File: src/rtl/core/tlr_pkg.sv
// ----------------------------------------------------------------------------
// tlr_pkg
// Shared types and constants for the thick line rasterizer.
// ----------------------------------------------------------------------------
package tlr_pkg;

  localparam int unsigned TlrCoordBits   = 12;
  localparam int unsigned TlrMaxThick    = 7;

  localparam int unsigned FrameBits      = 12;
  localparam int unsigned ThickBits      = 3;
  localparam int unsigned ColourBits     = 8;
  localparam int unsigned IdxBits        = 24;
  localparam int unsigned CfgIdxBits     = 3;
  localparam int unsigned CfgDataBits    = 12;

  localparam logic [FrameBits-1:0]  RstFrameWidth  = 12'd320;
  localparam logic [FrameBits-1:0]  RstFrameHeight = 12'd240;
  localparam logic [ThickBits-1:0]  RstThickness   = 3'd2;
  localparam logic [ColourBits-1:0] RstRed         = 8'd0;
  localparam logic [ColourBits-1:0] RstGreen       = 8'd100;
  localparam logic [ColourBits-1:0] RstBlue        = 8'd255;

  typedef enum logic [CfgIdxBits-1:0] {
    CFG_FRAME_WIDTH  = 3'd0,
    CFG_FRAME_HEIGHT = 3'd1,
    CFG_PEN_THICK    = 3'd2,
    CFG_RED          = 3'd3,
    CFG_GREEN        = 3'd4,
    CFG_BLUE         = 3'd5
  } tlr_cfg_reg_e;

  typedef enum logic {
    CMD_START   = 1'b0,
    CMD_ADVANCE = 1'b1
  } tlr_cmd_e;

  typedef struct packed {
    logic [FrameBits-1:0]  width;
    logic [FrameBits-1:0]  height;
    logic [ThickBits-1:0]  thick;
    logic [ColourBits-1:0] red;
    logic [ColourBits-1:0] green;
    logic [ColourBits-1:0] blue;
  } tlr_cfg_t;

  // Hand-over from the step unit to the pen sequencer
  typedef struct packed {
    logic load;   // new point accepted this cycle
    logic empty;  // advance with no active line: single blank result
  } tlr_load_t;

endpackage

File: src/rtl/core/thick_line_rasterizer.sv
// Order: an item is loaded into the step unit, then its results are registered.
// Results: (2*h+1)^2 per point, h = min(pen_thickness, MAX_THICKNESS)/2, in
// pen column-major order; an advance with no active line gives one result.
// Throughput: one result per cycle while m_axis_tready allows, set by the single
// pen sequencer; the next item is taken as the last result is registered.
// Reset: asynchronous, active low; all but the result data registers reset.
// ----------------------------------------------------------------------------
// thick_line_rasterizer
// Bresenham line walker with a square pen, producing frame buffer writes.
// ----------------------------------------------------------------------------
module thick_line_rasterizer #(
  parameter int unsigned COORD_BITS    = tlr_pkg::TlrCoordBits,
  parameter int unsigned MAX_THICKNESS = tlr_pkg::TlrMaxThick
) (
  input  logic                                clk_i,
  input  logic                                rst_ni,
  // configuration writes
  input  logic                                cfg_we_i,
  input  logic [tlr_pkg::CfgIdxBits-1:0]      cfg_idx_i,
  input  logic [tlr_pkg::CfgDataBits-1:0]     cfg_data_i,
  // command stream
  input  logic                                s_axis_tvalid,
  output logic                                s_axis_tready,
  // start_x, start_y, finish_x, finish_y
  input  logic [((4*COORD_BITS)+7)/8*8-1:0]   s_axis_tdata,
  // command
  input  logic                                s_axis_tuser,
  // pixel stream
  output logic                                m_axis_tvalid,
  input  logic                                m_axis_tready,
  // pixel_x, pixel_y, byte_index, red, green, blue, zero pad
  output logic [((2*COORD_BITS)+2+48+7)/8*8-1:0] m_axis_tdata,
  // write_enable, line_done
  output logic [1:0]                          m_axis_tuser,
  // last_of_point
  output logic                                m_axis_tlast
);
  import tlr_pkg::*;

  localparam int unsigned PW       = COORD_BITS + 1;
  localparam int unsigned OutUsed  = 2 * PW + IdxBits + 3 * ColourBits;
  localparam int unsigned OutDataW = (OutUsed + 7) / 8 * 8;

  tlr_cfg_t  cfg_q;
  tlr_load_t ld;

  logic signed [COORD_BITS-1:0] cur_x, cur_y;
  logic                         done;
  logic                         take;

  logic signed [PW-1:0]       pixel_x, pixel_y;
  logic [IdxBits-1:0]         byte_index;
  logic [ColourBits-1:0]      red, green, blue;
  logic                       write_enable, last_of_point, line_done;

  always_ff @(posedge clk_i or negedge rst_ni) begin
    if (!rst_ni) begin
      cfg_q.width  <= RstFrameWidth;
      cfg_q.height <= RstFrameHeight;
      cfg_q.thick  <= RstThickness;
      cfg_q.red    <= RstRed;
      cfg_q.green  <= RstGreen;
      cfg_q.blue   <= RstBlue;
    end else if (cfg_we_i) begin
      case (tlr_cfg_reg_e'(cfg_idx_i))
        CFG_FRAME_WIDTH:  cfg_q.width  <= cfg_data_i[FrameBits-1:0];
        CFG_FRAME_HEIGHT: cfg_q.height <= cfg_data_i[FrameBits-1:0];
        CFG_PEN_THICK:    cfg_q.thick  <= cfg_data_i[ThickBits-1:0];
        CFG_RED:          cfg_q.red    <= cfg_data_i[ColourBits-1:0];
        CFG_GREEN:        cfg_q.green  <= cfg_data_i[ColourBits-1:0];
        CFG_BLUE:         cfg_q.blue   <= cfg_data_i[ColourBits-1:0];
        default: ;
      endcase
    end
  end

  tlr_step #(
    .COORD_BITS (COORD_BITS)
  ) u_step (
    .clk_i      (clk_i),
    .rst_ni     (rst_ni),
    .valid_i    (s_axis_tvalid),
    .take_i     (take),
    .command_i  (s_axis_tuser),
    .start_x_i  (s_axis_tdata[COORD_BITS-1:0]),
    .start_y_i  (s_axis_tdata[2*COORD_BITS-1:COORD_BITS]),
    .finish_x_i (s_axis_tdata[3*COORD_BITS-1:2*COORD_BITS]),
    .finish_y_i (s_axis_tdata[4*COORD_BITS-1:3*COORD_BITS]),
    .ld_o       (ld),
    .cur_x_o    (cur_x),
    .cur_y_o    (cur_y),
    .done_o     (done)
  );

  tlr_pen #(
    .COORD_BITS    (COORD_BITS),
    .MAX_THICKNESS (MAX_THICKNESS)
  ) u_pen (
    .clk_i           (clk_i),
    .rst_ni          (rst_ni),
    .ld_i            (ld),
    .cur_x_i         (cur_x),
    .cur_y_i         (cur_y),
    .done_i          (done),
    .cfg_i           (cfg_q),
    .take_o          (take),
    .valid_o         (m_axis_tvalid),
    .ready_i         (m_axis_tready),
    .pixel_x_o       (pixel_x),
    .pixel_y_o       (pixel_y),
    .byte_index_o    (byte_index),
    .red_o           (red),
    .green_o         (green),
    .blue_o          (blue),
    .write_enable_o  (write_enable),
    .last_of_point_o (last_of_point),
    .line_done_o     (line_done)
  );

  assign s_axis_tready = take;

  assign m_axis_tdata = OutDataW'({blue, green, red, byte_index, pixel_y, pixel_x});
  assign m_axis_tuser = {line_done, write_enable};
  assign m_axis_tlast = last_of_point;

endmodule

File: src/rtl/core/tlr_step.sv
// ----------------------------------------------------------------------------
// tlr_step
// Bresenham walker: line set-up on start, one step per advance until the end.
// ----------------------------------------------------------------------------
module tlr_step #(
  parameter int unsigned COORD_BITS = tlr_pkg::TlrCoordBits
) (
  input  logic                         clk_i,
  input  logic                         rst_ni,
  input  logic                         valid_i,
  input  logic                         take_i,
  input  logic                         command_i,
  input  logic signed [COORD_BITS-1:0] start_x_i,
  input  logic signed [COORD_BITS-1:0] start_y_i,
  input  logic signed [COORD_BITS-1:0] finish_x_i,
  input  logic signed [COORD_BITS-1:0] finish_y_i,
  output tlr_pkg::tlr_load_t           ld_o,
  output logic signed [COORD_BITS-1:0] cur_x_o,
  output logic signed [COORD_BITS-1:0] cur_y_o,
  output logic                         done_o
);
  import tlr_pkg::*;

  localparam int unsigned DW  = COORD_BITS + 1;
  localparam int unsigned EW  = COORD_BITS + 2;
  localparam int unsigned E2W = COORD_BITS + 3;

  logic signed [COORD_BITS-1:0] cur_x_q, cur_x_d, cur_y_q, cur_y_d;
  logic signed [COORD_BITS-1:0] tgt_x_q, tgt_x_d, tgt_y_q, tgt_y_d;
  logic [COORD_BITS-1:0]        dx_q, dx_d, dy_q, dy_d;
  logic                         neg_x_q, neg_x_d, neg_y_q, neg_y_d;
  logic signed [EW-1:0]         err_q, err_d;
  logic                         fin_q, fin_d;

  logic                         accept;
  logic                         is_start;
  logic signed [DW-1:0]         diff_x, diff_y;
  logic signed [E2W-1:0]        e2, err_w, dx_w, dy_w;
  logic                         move_x, move_y;

  assign accept   = valid_i && take_i;
  assign is_start = (tlr_cmd_e'(command_i) == CMD_START);

  assign diff_x = DW'(finish_x_i) - DW'(start_x_i);
  assign diff_y = DW'(finish_y_i) - DW'(start_y_i);

  assign dx_w   = $signed({3'b000, dx_q});
  assign dy_w   = $signed({3'b000, dy_q});
  assign e2     = {err_q, 1'b0};
  assign move_x = e2 > -dy_w;
  assign move_y = e2 < dx_w;

  always_comb begin
    cur_x_d = cur_x_q;
    cur_y_d = cur_y_q;
    tgt_x_d = tgt_x_q;
    tgt_y_d = tgt_y_q;
    dx_d    = dx_q;
    dy_d    = dy_q;
    neg_x_d = neg_x_q;
    neg_y_d = neg_y_q;
    err_d   = err_q;
    err_w   = E2W'(err_q);
    if (is_start) begin
      cur_x_d = start_x_i;
      cur_y_d = start_y_i;
      tgt_x_d = finish_x_i;
      tgt_y_d = finish_y_i;
      dx_d    = diff_x[DW-1] ? COORD_BITS'(-diff_x) : COORD_BITS'(diff_x);
      dy_d    = diff_y[DW-1] ? COORD_BITS'(-diff_y) : COORD_BITS'(diff_y);
      neg_x_d = !(start_x_i < finish_x_i);
      neg_y_d = !(start_y_i < finish_y_i);
      err_d   = $signed({2'b00, dx_d}) - $signed({2'b00, dy_d});
    end else if (!fin_q) begin
      if (move_x) begin
        err_w   = err_w - dy_w;
        cur_x_d = neg_x_q ? cur_x_q - 1'b1 : cur_x_q + 1'b1;
      end
      if (move_y) begin
        err_w   = err_w + dx_w;
        cur_y_d = neg_y_q ? cur_y_q - 1'b1 : cur_y_q + 1'b1;
      end
      err_d = EW'(err_w);
    end
    fin_d = (cur_x_d == tgt_x_d) && (cur_y_d == tgt_y_d);
  end

  always_ff @(posedge clk_i or negedge rst_ni) begin
    if (!rst_ni) begin
      cur_x_q <= '0;
      cur_y_q <= '0;
      tgt_x_q <= '0;
      tgt_y_q <= '0;
      dx_q    <= '0;
      dy_q    <= '0;
      neg_x_q <= 1'b0;
      neg_y_q <= 1'b0;
      err_q   <= '0;
      fin_q   <= 1'b1;
    end else if (accept) begin
      cur_x_q <= cur_x_d;
      cur_y_q <= cur_y_d;
      tgt_x_q <= tgt_x_d;
      tgt_y_q <= tgt_y_d;
      dx_q    <= dx_d;
      dy_q    <= dy_d;
      neg_x_q <= neg_x_d;
      neg_y_q <= neg_y_d;
      err_q   <= err_d;
      fin_q   <= fin_d;
    end
  end

  assign ld_o.load  = accept;
  assign ld_o.empty = !is_start && fin_q;
  assign cur_x_o    = cur_x_q;
  assign cur_y_o    = cur_y_q;
  assign done_o     = fin_q;

endmodule

File: src/rtl/core/tlr_pen.sv
// ----------------------------------------------------------------------------
// tlr_pen
// Pen square sequencer: one pixel per cycle into the result register, unless stalled.
// ----------------------------------------------------------------------------
module tlr_pen #(
  parameter int unsigned COORD_BITS    = tlr_pkg::TlrCoordBits,
  parameter int unsigned MAX_THICKNESS = tlr_pkg::TlrMaxThick
) (
  input  logic                                 clk_i,
  input  logic                                 rst_ni,
  input  tlr_pkg::tlr_load_t                   ld_i,
  input  logic signed [COORD_BITS-1:0]         cur_x_i,
  input  logic signed [COORD_BITS-1:0]         cur_y_i,
  input  logic                                 done_i,
  input  tlr_pkg::tlr_cfg_t                    cfg_i,
  output logic                                 take_o,
  output logic                                 valid_o,
  input  logic                                 ready_i,
  output logic signed [COORD_BITS:0]           pixel_x_o,
  output logic signed [COORD_BITS:0]           pixel_y_o,
  output logic [tlr_pkg::IdxBits-1:0]          byte_index_o,
  output logic [tlr_pkg::ColourBits-1:0]       red_o,
  output logic [tlr_pkg::ColourBits-1:0]       green_o,
  output logic [tlr_pkg::ColourBits-1:0]       blue_o,
  output logic                                 write_enable_o,
  output logic                                 last_of_point_o,
  output logic                                 line_done_o
);
  import tlr_pkg::*;

  localparam int unsigned PW      = COORD_BITS + 1;
  localparam int unsigned MaxHalf = MAX_THICKNESS / 2;
  localparam int unsigned SqBits  = (MaxHalf == 0) ? 1 : $clog2(2 * MaxHalf + 1);

  logic                 busy_q;
  logic                 empty_q;
  logic [SqBits-1:0]    tx_q, ty_q;
  logic                 ovalid_q;

  logic signed [PW-1:0]  pixel_x_q, pixel_y_q;
  logic [IdxBits-1:0]    byte_index_q;
  logic [ColourBits-1:0] red_q, green_q, blue_q;
  logic                  write_enable_q, last_of_point_q, line_done_q;

  logic [ThickBits-1:0] th;
  logic [SqBits-1:0]    half, span;
  logic signed [SqBits:0] off_x, off_y;
  logic signed [PW-1:0] px, py;
  logic                 en;
  logic [IdxBits-1:0]   row_off, lin, idx;
  logic                 adv, last;

  assign th   = (cfg_i.thick > ThickBits'(MAX_THICKNESS)) ? ThickBits'(MAX_THICKNESS)
                                                          : cfg_i.thick;
  assign half = SqBits'(th >> 1);
  assign span = SqBits'({half, 1'b0});

  assign adv    = busy_q && (!ovalid_q || ready_i);
  assign last   = empty_q || ((tx_q == span) && (ty_q == span));
  assign take_o = !busy_q || (adv && last);

  assign off_x = $signed({1'b0, tx_q}) - $signed({1'b0, half});
  assign off_y = $signed({1'b0, ty_q}) - $signed({1'b0, half});
  assign px = {cur_x_i[COORD_BITS-1], cur_x_i}
            + {{(PW-SqBits-1){off_x[SqBits]}}, off_x};
  assign py = {cur_y_i[COORD_BITS-1], cur_y_i}
            + {{(PW-SqBits-1){off_y[SqBits]}}, off_y};

  assign en = !px[PW-1] && !py[PW-1] &&
              (px[PW-2:0] < cfg_i.width) && (py[PW-2:0] < cfg_i.height);

  // (y*w + x)*3, wrapping at the index width
  assign row_off = IdxBits'(py[PW-2:0]) * IdxBits'(cfg_i.width);
  assign lin     = row_off + IdxBits'(px[PW-2:0]);
  assign idx     = lin + {lin[IdxBits-2:0], 1'b0};

  always_ff @(posedge clk_i or negedge rst_ni) begin
    if (!rst_ni) begin
      busy_q  <= 1'b0;
      empty_q <= 1'b0;
      tx_q    <= '0;
      ty_q    <= '0;
    end else if (ld_i.load) begin
      busy_q  <= 1'b1;
      empty_q <= ld_i.empty;
      tx_q    <= '0;
      ty_q    <= '0;
    end else if (adv) begin
      if (last) begin
        busy_q <= 1'b0;
      end else if (ty_q == span) begin
        ty_q <= '0;
        tx_q <= tx_q + 1'b1;
      end else begin
        ty_q <= ty_q + 1'b1;
      end
    end
  end

  always_ff @(posedge clk_i or negedge rst_ni) begin
    if (!rst_ni) begin
      ovalid_q <= 1'b0;
    end else if (adv) begin
      ovalid_q <= 1'b1;
    end else if (ready_i) begin
      ovalid_q <= 1'b0;
    end
  end

  always_ff @(posedge clk_i) begin
    if (adv) begin
      if (empty_q) begin
        pixel_x_q      <= '0;
        pixel_y_q      <= '0;
        byte_index_q   <= '0;
        red_q          <= '0;
        green_q        <= '0;
        blue_q         <= '0;
        write_enable_q <= 1'b0;
        line_done_q    <= 1'b1;
      end else begin
        pixel_x_q      <= px;
        pixel_y_q      <= py;
        byte_index_q   <= en ? idx : '0;
        red_q          <= cfg_i.red;
        green_q        <= cfg_i.green;
        blue_q         <= cfg_i.blue;
        write_enable_q <= en;
        line_done_q    <= done_i;
      end
      last_of_point_q <= last;
    end
  end

  assign valid_o         = ovalid_q;
  assign pixel_x_o       = pixel_x_q;
  assign pixel_y_o       = pixel_y_q;
  assign byte_index_o    = byte_index_q;
  assign red_o           = red_q;
  assign green_o         = green_q;
  assign blue_o          = blue_q;
  assign write_enable_o  = write_enable_q;
  assign last_of_point_o = last_of_point_q;
  assign line_done_o     = line_done_q;

`ifndef SYNTHESIS
  a_load_when_free : assert property (@(posedge clk_i) disable iff (!rst_ni)
    ld_i.load |-> take_o)
    else $error("point loaded while pen square still running");

  a_empty_single : assert property (@(posedge clk_i) disable iff (!rst_ni)
    (busy_q && empty_q) |-> (tx_q == '0 && ty_q == '0))
    else $error("blank result sequence moved its counters");

  a_counter_range : assert property (@(posedge clk_i) disable iff (!rst_ni)
    busy_q |-> (tx_q <= span && ty_q <= span))
    else $error("pen offset outside square");

  a_clip_index : assert property (@(posedge clk_i) disable iff (!rst_ni)
    (ovalid_q && !write_enable_q) |-> (byte_index_q == '0))
    else $error("clipped pixel carries a byte index");

  a_last_frees : assert property (@(posedge clk_i) disable iff (!rst_ni)
    (adv && last && !ld_i.load) |=> !busy_q)
    else $error("sequencer stayed busy after final pixel");
`endif

endmodule
File: config.mk
export PLATFORM = sky130hd
export DESIGN_NAME = thick_line_rasterizer
export DESIGN_NICKNAME = d
export VERILOG_FILES = /design/src/rtl/core/tlr_pkg.sv /design/src/rtl/core/thick_line_rasterizer.sv /design/src/rtl/core/tlr_step.sv /design/src/rtl/core/tlr_pen.sv
export SDC_FILE = /design/constraint.sdc
export NUM_CORES = 1
export LEC_CHECK = 0
export BUFFER_PORTS_ARGS = -buffer_cell sky130_fd_sc_hd__buf_2
export CAP_MARGIN = 10
export CORE_MARGIN = 2
export CORE_UTILIZATION = 30
export DETAILED_ROUTE_END_ITERATION = 8
export PLACE_DENSITY = 0.47
export SKIP_LAST_GASP = 1
export SLEW_MARGIN = 20
export SYNTH_ARGS = -nofsm -noshare
export SYNTH_HDL_FRONTEND = slang
export SYNTH_SLANG_ARGS = --single-unit
File: constraint.sdc
create_clock -name clk_i -period 10.1 [get_ports clk_i]
set_input_delay 0.505 -clock clk_i [delete_from_list [all_inputs] [get_ports clk_i]]
set_output_delay 0.505 -clock clk_i [all_outputs]
set_load 0.01 [all_outputs]
==> flow_summary.html <==
<table>
<tr><th>Metric</th><th>Value</th></tr>
<tr><th colspan="2">Clock tree</th></tr>
<tr><td>Num Clock Sinks</td><td>225</td></tr>
<tr><td>CTS tree</td><td>built</td></tr>
<tr><td>Max Root-Sink Buffers</td><td>3</td></tr>
<tr><td>CTS clock-pin slew for the worst setup and hold paths</td><td>approximately 60 ps</td></tr>
<tr><td>Deepest level of the CTS H-tree</td><td>1</td></tr>
<tr><td>Clock root buffer</td><td>sky130_fd_sc_hd__clkbuf_16</td></tr>
<tr><td>Clock buffer count from CTS</td><td>31</td></tr>
<tr><td>Worst-skew pair later-pin latency</td><td>620 ps</td></tr>
<tr><th colspan="2">Critical path</th></tr>
<tr><td>Worst reg-to-reg setup slack</td><td>530 ps</td></tr>
<tr><td>Required time of the critical path</td><td>about 10000 ps</td></tr>
<tr><td>Slowest stage cell, crit path</td><td>sky130_fd_sc_hd__dfstp_2</td></tr>
<tr><td>Max Fanout on Critical Path</td><td>5</td></tr>
<tr><td>Critical Setup Path Class</td><td>flip-flop to flip-flop</td></tr>
<tr><td>Startpoint types</td><td>flip-flop</td></tr>
<tr><td>Most frequent cell on the critical path</td><td>sky130_fd_sc_hd__fa_1</td></tr>
<tr><td>Reg2reg end</td><td>u_pen.byte_index_o[23]</td></tr>
<tr><td>Critical path capture point type</td><td>flip-flop</td></tr>
<tr><td>Worst-case reg-to-reg path depth</td><td>42</td></tr>
<tr><td>Maximum single-stage delay on the critical path</td><td>580 ps</td></tr>
<tr><td>Startpoint of the most critical register-to-register path</td><td>cfg_q[25]</td></tr>
<tr><td>Data arrival time of the critical path</td><td>9930 ps</td></tr>
<tr><th colspan="2">Routing</th></tr>
<tr><td>DRC marker count from the first detailed-route iteration</td><td>between 700 and 800</td></tr>
<tr><td>Vias per cell</td><td>5.00</td></tr>
<tr><td>DRT Pass-1 Iters</td><td>7</td></tr>
<tr><td>Antenna Nets Post-Route</td><td>0</td></tr>
<tr><td>Post-detailed-routing wire length</td><td>between 60000 and 70000 um</td></tr>
<tr><td>Number of vias in the routed layout</td><td>18355</td></tr>
<tr><td>DRC violations left</td><td>0</td></tr>
<tr><td>Average wire per cell in the routed design</td><td>18.3 um</td></tr>
<tr><th colspan="2">Timing</th></tr>
<tr><td>Achievable clock frequency</td><td>0.105 GHz</td></tr>
<tr><td>Final slew viol count</td><td>0</td></tr>
<tr><td>Sum of negative setup slack</td><td>0 ps</td></tr>
<tr><td>Slew @ Worst Pin</td><td>1110 ps</td></tr>
<tr><td>Endpoints failing hold</td><td>0</td></tr>
<tr><td>Headroom to the max-slew limit</td><td>25.6%</td></tr>
<tr><td>Final worst-path cycle share</td><td>between 90% and 100%</td></tr>
<tr><td>Count of endpoints failing setup in the final report</td><td>0</td></tr>
<tr><td>Minimum clock period</td><td>about 9600 ps</td></tr>
<tr><td>Post-route clock skew</td><td>between 15 and 20 ps</td></tr>
<tr><th colspan="2">Global routing</th></tr>
<tr><td>Pin count of the biggest net entering global routing</td><td>between 60 and 70</td></tr>
<tr><td>GRT Total Usage</td><td>17.2%</td></tr>
<tr><td>Total congestion overflow</td><td>0</td></tr>
<tr><td>Global-route wire length before repair</td><td>105000 um</td></tr>
<tr><td>Antenna violations before repair</td><td>1</td></tr>
<tr><td>Via count of the first global-routing pass</td><td>approximately 19000</td></tr>
<tr><th colspan="2">Synthesis</th></tr>
<tr><td>Sequential cell area fraction in the yosys report</td><td>26.7%</td></tr>
<tr><td>Number of enable flip-flop cells after synthesis</td><td>77</td></tr>
<tr><td>Number of flip-flops and latches in the synthesized netlist</td><td>225</td></tr>
<tr><td>Flip-flop cell with the highest count after synthesis</td><td>sky130_fd_sc_hd__dfrtp_1</td></tr>
<tr><td>Async S/R FF share, synth</td><td>65.8%</td></tr>
<tr><td>Mean post-synth cell area</td><td>8.90 um2</td></tr>
<tr><td>Distinct cells, synth</td><td>slightly above 80</td></tr>
<tr><td>Summed instance area of the synthesized netlist</td><td>about 0.023 mm2</td></tr>
<tr><td>Gate count after technology mapping</td><td>between 2000 and 3000</td></tr>
<tr><td>Count of synthesis-stage warnings from yosys</td><td>0</td></tr>
<tr><th colspan="2">Die</th></tr>
<tr><td>Effective utilization at floorplan</td><td>30.3%</td></tr>
<tr><td>DIE HEIGHT</td><td>279 um</td></tr>
<tr><td>Die ar.</td><td>0.0776 mm2</td></tr>
<tr><td>Area of the core region</td><td>between 0.07 and 0.08 mm2</td></tr>
<tr><td>Chip width</td><td>279 um</td></tr>
<tr><td>Number of cell rows</td><td>100</td></tr>
<tr><td>I/O Pins</td><td>between 150 and 200</td></tr>
<tr><th colspan="2">Cells and area</th></tr>
<tr><td>Signed area change from the synthesized netlist to the final layout</td><td>13.0%</td></tr>
<tr><td>Share of cells above drive strength 1</td><td>12.3%</td></tr>
<tr><td>Number of nets at the end of the flow</td><td>about 3100</td></tr>
<tr><td>Count of non-filler cells in the finished layout</td><td>3671</td></tr>
<tr><th colspan="2">Min path</th></tr>
<tr><td>Critical hold path startpoint</td><td>s_axis_tvalid</td></tr>
<tr><td>Tightest Hold Check Type</td><td>primary input to flip-flop</td></tr>
<tr><td>Worst hold endpoint</td><td>u_pen.busy_q</td></tr>
<tr><td>Cell count of the worst hold path</td><td>2</td></tr>
<tr><th colspan="2">Placed design</th></tr>
<tr><td>I/O Buffers</td><td>147</td></tr>
<tr><td>Detailed placement HPWL</td><td>around 54000 um</td></tr>
<tr><td>Post-placement cell count</td><td>3610</td></tr>
<tr><td>Gpl congestion</td><td>0.880</td></tr>
<tr><th colspan="2">Outcome</th></tr>
<tr><td>Run status</td><td>finished clean</td></tr>
<tr><th colspan="2">Job</th></tr>
<tr><td>Total of max-cap violations</td><td>0</td></tr>
</table>
-- metrics by stage --
| stage | instance area (um2) | setup WS [ps] | hold WS [ps] | util, % |
|---|---|---|---|---|
| after floorplan | 22600 | 681 | 209 | - |
| final | 25600 | 532 | 118 | 34.3 |
| after detailed placement | 24500 | 321 | 479 | 32.9 |
| after global placement | 24500 | 414 | 472 | 32.9 |
| after global routing | 25600 | -2.37 | 110 | 34.3 |
| after CTS | 25500 | 284 | 78.1 | 34.2 |
-- layout make-up --
cell class,count,area [um2]
Antenna cell,1,2.50
Tap cell,969,1210
Clock buffer,34,787
Inverter,305,1150
Fill cell,7763,49000
Timing Repair Buffer,182,1010
Clock inverter,24,223
Multi-Input combinational cell,1931,15100
Sequential cell,225,6040
-- sequential cells by signal, summed over array words and instances, names as in the netlist, 13 cells and up --
register and cells:
u_pen.pixel_x_o 13, cfg_q 50, u_pen.byte_index_o 24, u_pen.pixel_y_o 13, u_step.err_q 14
-- worst max path at each step --
stage / endpoint / slack [ps] / from
floorplan: u_pen.byte_index_o[23] / 680 / cfg_q[25]
global placement: u_pen.byte_index_o[23] / 410 / cfg_q[25]
detailed placement: u_pen.byte_index_o[23] / 320 / cfg_q[25]
CTS: u_pen.byte_index_o[23] / 280 / cfg_q[25]
global route: u_pen.byte_index_o[23] / -2 / u_pen.ty_q[0]
finish: u_pen.byte_index_o[23] / 530 / cfg_q[25]
-- critical path: cells and delay by family (launching register included) --
kind                     cells  cell delay [ps]
adder cells (fa/ha/maj)     10             4020
AO/OA/AOI/OAI               17             3020
AND/OR/NAND/NOR              7              730
flip-flops                   1              580
multiplexers                 1              350
XOR/XNOR                     2              300
buffers and inverters        5              290
-- synth_stat cells, drive strengths merged, types with 63 or more instances --
library cell / number / area, um2
a21oi: 121 / 609
and2: 75 / 469
clkbuf: 68 / 255
dfrtp: 129 / 3230
edfxtp: 77 / 2310
fa: 123 / 2460
ha: 253 / 3170
inv: 305 / 1140
nand2: 277 / 1040
nor2: 160 / 603
nor2b: 63 / 394
o21ai: 142 / 711
xnor2: 124 / 1090
xor2: 71 / 622
-- what timing repair did --
action	in CTS	in global routing
setup endpoints to repair	0	2
endpoints found under the hold margin	48	0
hold buffers	1	0
setup buffers	0	1
resized for setup	0	6
-- cell families after synthesis --
| kind of cell | count (synthesis) | synth area share, % |
|---|---|---|
| and+or+nand+nor | 782 | 16.6 |
| AOI/OAI and AO/OA | 506 | 14.3 |
| buffers and inverters | 389 | 6.63 |
| adders and majority gates | 376 | 24.9 |
| DFF | 225 | 26.7 |
| xor gates and xnor gates | 196 | 7.65 |
| muxes | 65 | 3.16 |
| other | 1 | 0.0166 |
-- per-layer routing --
layer  up-vias  track usage [%]  part of all wire [%]
met5         -                0                     0
li1       8929                -                     -
met4         0             6.11                   3.6
met2       370             29.6                    48
met3       105             2.72                   4.7
met1      8951             21.9                    43
-- placed cells by master, fill, tap and decap left out, types with 18 or more instances in the layout --
| cell type | n |
|---|---|
| sky130_fd_sc_hd__inv_1 | 304 |
| sky130_fd_sc_hd__nand2_1 | 276 |
| sky130_fd_sc_hd__ha_1 | 253 |
| sky130_fd_sc_hd__nor2_1 | 158 |
| sky130_fd_sc_hd__buf_2 | 146 |
| sky130_fd_sc_hd__o21ai_0 | 137 |
| sky130_fd_sc_hd__dfrtp_1 | 128 |
| sky130_fd_sc_hd__xnor2_1 | 124 |
| sky130_fd_sc_hd__fa_1 | 123 |
| sky130_fd_sc_hd__a21oi_1 | 117 |
| sky130_fd_sc_hd__edfxtp_1 | 77 |
| sky130_fd_sc_hd__and2_1 | 75 |
| sky130_fd_sc_hd__xor2_1 | 71 |
| sky130_fd_sc_hd__nor2b_1 | 63 |
| sky130_fd_sc_hd__nor3_1 | 53 |
| sky130_fd_sc_hd__a21o_1 | 52 |
| sky130_fd_sc_hd__mux2_2 | 51 |
| sky130_fd_sc_hd__nand3_1 | 39 |
| sky130_fd_sc_hd__buf_4 | 34 |
| sky130_fd_sc_hd__clkbuf_16 | 31 |
| sky130_fd_sc_hd__nand2b_1 | 24 |
| sky130_fd_sc_hd__o21a_1 | 23 |
| sky130_fd_sc_hd__a31oi_1 | 21 |
| sky130_fd_sc_hd__o22ai_1 | 19 |
| sky130_fd_sc_hd__dfstp_2 | 19 |
| sky130_fd_sc_hd__nand4_1 | 18 |
Power is not shown: default switching activity piles up to over one toggle a cycle in this logic, so the estimate is an artifact.
